**config.mk**
```make
export PLATFORM = sky130hd
export DESIGN_NAME = nns_div
export DESIGN_NICKNAME = d
export VERILOG_FILES = /design/src/hw/rtl/nns_div.sv
export SDC_FILE = /design/constraint.sdc
export NUM_CORES = 1
export LEC_CHECK = 0
export ABC_AREA = 1
export BUFFER_PORTS_ARGS = -buffer_cell sky130_fd_sc_hd__clkbuf_2
export CAP_MARGIN = 20
export CORE_MARGIN = 2
export CORE_UTILIZATION = 25
export CTS_CLUSTER_DIAMETER = 200
export DETAILED_ROUTE_END_ITERATION = 8
export GPL_TIMING_DRIVEN = 0
export SKIP_CTS_REPAIR_TIMING = 1
export SYNTH_ARGS = -nofsm -noshare
export SYNTH_HDL_FRONTEND = slang
export SYNTH_SLANG_ARGS = --single-unit
```
**constraint.sdc**
```tcl
create_clock -name clk -period 2.2 [get_ports clk]
set_input_delay 0.33 -clock clk [delete_from_list [all_inputs] [get_ports clk]]
set_output_delay 0.33 -clock clk [all_outputs]
set_load 0.02 [all_outputs]
```
**src/hw/rtl/nns_div.sv**
```systemverilog
// nns_div: pipelined restoring divider, one quotient bit per stage
// quotient must be known to fit in QW bits; no package dependency
module nns_div #(
  parameter int unsigned NUM_W = 25,
  parameter int unsigned QW    = 10
) (
  input  logic             clk,
  input  logic             en,
  input  logic [NUM_W-1:0] dividend,
  input  logic [12:0]      divisor,
  output logic [QW-1:0]    quotient
);

  localparam int unsigned CW = (NUM_W > 13 + QW) ? NUM_W : 13 + QW;

  logic [CW-1:0] rem [QW];
  logic [QW-1:0] quo [QW];

  for (genvar i = 0; i < QW; i++) begin : g_stage
    logic [CW-1:0] rem_in;
    logic [CW-1:0] rem_next;
    logic [CW-1:0] dsh;
    logic [QW-1:0] quo_in;
    logic [QW-1:0] quo_next;

    if (i == 0) begin : g_first
      assign rem_in = CW'(dividend);
      assign quo_in = '0;
    end else begin : g_rest
      assign rem_in = rem[i-1];
      assign quo_in = quo[i-1];
    end

    // divisor aligned to the quotient bit decided here
    assign dsh = CW'(divisor) << (QW - 1 - i);

    always_comb begin
      rem_next = rem_in;
      quo_next = quo_in;
      if (rem_in >= dsh) begin
        rem_next = rem_in - dsh;
        quo_next[QW-1-i] = 1'b1;
      end
    end

    always_ff @(posedge clk) begin
      if (en) begin
        rem[i] <= rem_next;
        quo[i] <= quo_next;
      end
    end
  end

  assign quotient = quo[QW-1];

endmodule

```
==> metrics list <==
* Count of max-cap constraint violations: 0
- Of the synthesized area, sequential elements account for between 40% and 50%.
- A synthesized cell averages 7.37 um2.
- The first routing iteration left between 1,000 and 1,500 violations.
* Total of buffers placed on input and output ports: between 40 and 50
* Fraction of registers with async set/reset: 0%
* Hold path depth: 1
* Number of flops mapped to enable cells by yosys: between 200 and 300
* Part of the total power dissipated in sequential elements: 32.6%
- Fraction of final layout cells sized beyond drive strength 1: 17.0%
- The critical path runs through a total of 14 cells.
- Worst reg2reg startpoint: rem[7][1]$_DFFE_PP_
- Dominant combinational cell family by area after synthesis: simple AND/OR/NAND/NOR gates
- Register-to-register setup slack: -0.13 ns
* Final min period: roughly 2.3 ns
* Maximum level of the CTS H-tree: 2
- Result of the run: complete, but fails checks
- Final antenna-violating net count: 0
- Unrepaired setup endpoints after global routing: true
- Measured in cells, the most critical reg-to-reg path has a length of 14.
- The analysis attributes to net switching a power of 10.8 mW.
- Net switching is 40.3% of the power.
- Walking the worst path, the cells encountered are inv_2 -> ha_4 -> inv_4 -> fa_2 -> nand3_2 -> nand3_4 -> nand3_2 -> nand2_4 -> nand2_4 -> nand2_4 -> nor2_4 -> buf_4 -> nand2_1 -> o21ai_1.
* Largest net degree at the start of global routing: 113
- Top library cells by usage in the layout, fill and taps aside: sky130_fd_sc_hd__nand2_1, sky130_fd_sc_hd__inv_1, sky130_fd_sc_hd__edfxtp_1, sky130_fd_sc_hd__nor2_1, sky130_fd_sc_hd__nand3_1
- Remaining DRCs: 0
- The clock reaches the later pin of the worst-skew pair after 0.56 ns.
- Unique masters post-synth: 42
- Power density cells: 1020 nW/um2
- Failing checks: negative setup slack
- Worst Hold Slack: 0.0745 ns
- Most common cell after layout, fill and taps aside: sky130_fd_sc_hd__nand2_1
* Area of the core: 83,400 um2
- STA classifies the critical path startpoint as a flop.
- Of the total synthesized cell area, the portion taken by XOR and XNOR cells is around 3%.
- Data on the critical path is required at its endpoint by 2.59 ns.
- The worst setup path is captured at a flop.
- Number of clock sinks: 280
* Synth Area in Compound Gates: 4.81%
* Post-synthesis adder-cell area fraction: 8.61%
- The die is approximately 290 um wide.
- In this run the static leakage power is 11.6 nW.
- Headroom to the max-slew limit: 59.6%
- Crit path kind: flop to flop
* Post-CTS clock slew at the launch and capture registers of the worst setup and hold paths: 0.06 ns
* Max-slew violation total from the final report: 0
- Final-stage net count: between 3,000 and 4,000
* IO Pins: 50
- CP Max Fanout: 6
* Critical Path Max Stage Delay: 0.41 ns
- Buffers inserted during clock tree synthesis total 37.
* Avg Vias per Cell: between 4 and 5
- Highest clock rate: 0.429 GHz
- Area of the mapped netlist: 21,000 um2
* Worst Setup Slack, final: -0.133 ns
* Classification of the worst-slack hold path: primary input to flop
* Final estimated routing congestion in global placement: 0.917
- Mux cell area share after synthesis: 0%
* Count of antenna diodes in the layout: 0
* Starting density of the core: about 25%
* Final cycle utilization of the critical path: 106%
- The internal power of the cells totals 16.0 mW.
- TritonCTS built the clock tree.
* Average routed wire per standard cell: about 15 um
- Critical path's top delay family: simple AND/OR/NAND/NOR gates
* Final-report setup violation count: 24
- DIE AREA: between 80,000 and 90,000 um2
- Aggregate global-route resource usage: 13.2%
- Post-synthesis net count: 3,028
* Number of antenna violations at the first check in global routing: 0
* Final wirelength: ~60,000 um
- Synthesis inferred 280 register bits.
- Setup crit end: rem[8][5]$_DFFE_PP_
* Maximum vdd ir drop: 0.676 mV
- STA puts the critical path data arrival time at 2.72 ns.
* Pre-CTS setup slack: -1.29 ns
* Worst clock skew: 0.0181 ns
* Number of warnings printed during yosys synthesis: 0
- Transition at the pin with the smallest max-transition slack: 0.606 ns
- The cell that appears most often on the critical path is sky130_fd_sc_hd__nand2_4.
* Worst path bufs/invs: 3
* Simple-Gate Fraction of Synth Area: between 30% and 40%
* Standard-cell rows: between 100 and 150
- Most used flip-flop cell after synthesis: sky130_fd_sc_hd__edfxtp_1
* Clock Path Buffers: 3
* Timing startpoint of the critical path: rem[7][1]$_DFFE_PP_
* Overflow after GRT: 0
* Clock network power share: 22.8%
- The first global-routing pass estimated 89,900 um of wire.
* Share of power burned in combinational logic: 44.6%
- The slowest stage of the critical path is the sky130_fd_sc_hd__edfxtp_1 cell.
- Detailed placement ended at an HPWL of 43,500 um.
- The die is 294 um tall.
- The final-report hold violation count came to 0.
* Vias in the first global route: about 17,000
* Root buffer cell: sky130_fd_sc_hd__clkbuf_16
* R2R Path End: rem[8][5]$_DFFE_PP_
- Total number of vias: 18,626
* Area growth from synthesis to final layout: 25.2%
- Detailed-routing iteration count for the pre-antenna-repair pass: 6
- Synthesis produced 2,849 cells.
registers in the layout (all words and copies together), names as in the netlist:
name / count
quo: 55
rem: 225
power groups by stage:
stage | registers [mW] | logic [mW] | clock network (mW)
global placement | 8.66 | 10.0 | 0
global route | 8.82 | 13.4 | 6.48
floorplan | 8.15 | 7.80 | 0
CTS | 8.51 | 10.1 | 6.27
finish | 8.72 | 11.9 | 6.09
detailed placement | 8.60 | 10.1 | 0
synth_stat cells, types with 29 or more instances:
cell	number	area (um2)
sky130_fd_sc_hd__nand2_1	1071	4020
sky130_fd_sc_hd__inv_1	413	1550
sky130_fd_sc_hd__edfxtp_1	280	8410
sky130_fd_sc_hd__nor2_1	278	1040
sky130_fd_sc_hd__nand3_1	205	1030
sky130_fd_sc_hd__ha_1	130	1630
sky130_fd_sc_hd__a21oi_1	94	470
sky130_fd_sc_hd__xor2_1	48	420
sky130_fd_sc_hd__o21ai_0	41	205
sky130_fd_sc_hd__nand4_1	36	225
sky130_fd_sc_hd__nand2_2	33	206
sky130_fd_sc_hd__nand3b_1	29	218
through the flow:
stage	util, %	instance area, um2	cells	TNS (ns)	total power [mW]
after floorplan	-	21000	2849	0	16.0
after global placement	27.1	22600	3978	-1244.30	18.7
after detailed placement	27.2	22700	3981	-184.59	18.7
after CTS	28.6	23900	4049	-71.84	24.9
after global routing	31.5	26300	4140	-5.23	28.7
final	31.5	26300	4140	-2.02	26.7
cells by family after synthesis:
logic type	count (synthesis)
xor gates and xnor gates	73
buffers and inverters	448
DFF	280
AOI/OAI and AO/OA	184
and+or+nand+nor	1725
adders and majority gates	139
final cells by class:
cell class              instances  area (um2)
fillers                      8728       57100
multi-input cells            2121       12200
inverters                     423        1640
plain buffers                  24         244
flip-flops and latches        280        8410
repair buffers                144        1250
clock buffers                  46        1000
clock inverters                22         213
well taps                    1080        1350
layer usage:
layer	track usage (%)	vias to the layer above	wire length [um]
li1	-	9537	-
met1	17.5	8577	27300
met2	21.8	402	28500
met3	2.01	110	2640
met4	4.83	0	1750
met5	0	-	0
worst min-delay path by stage:
stage,from,to,slack (ns)
final,dividend[8],rem[0][8]$_DFFE_PP_,0.07
after floorplan,quo[0][9]$_DFFE_PP_,quo[1][9]$_DFFE_PP_,0.40
after detailed placement,quo[5][5]$_DFFE_PP_,quo[6][5]$_DFFE_PP_,0.40
after global placement,quo[8][9]$_DFFE_PP_,quo[9][9]$_DFFE_PP_,0.40
after global routing,dividend[8],rem[0][8]$_DFFE_PP_,0.06
after CTS,dividend[6],rem[0][6]$_DFFE_PP_,-0.05
Note: power is estimated with default switching activity, not from simulation.
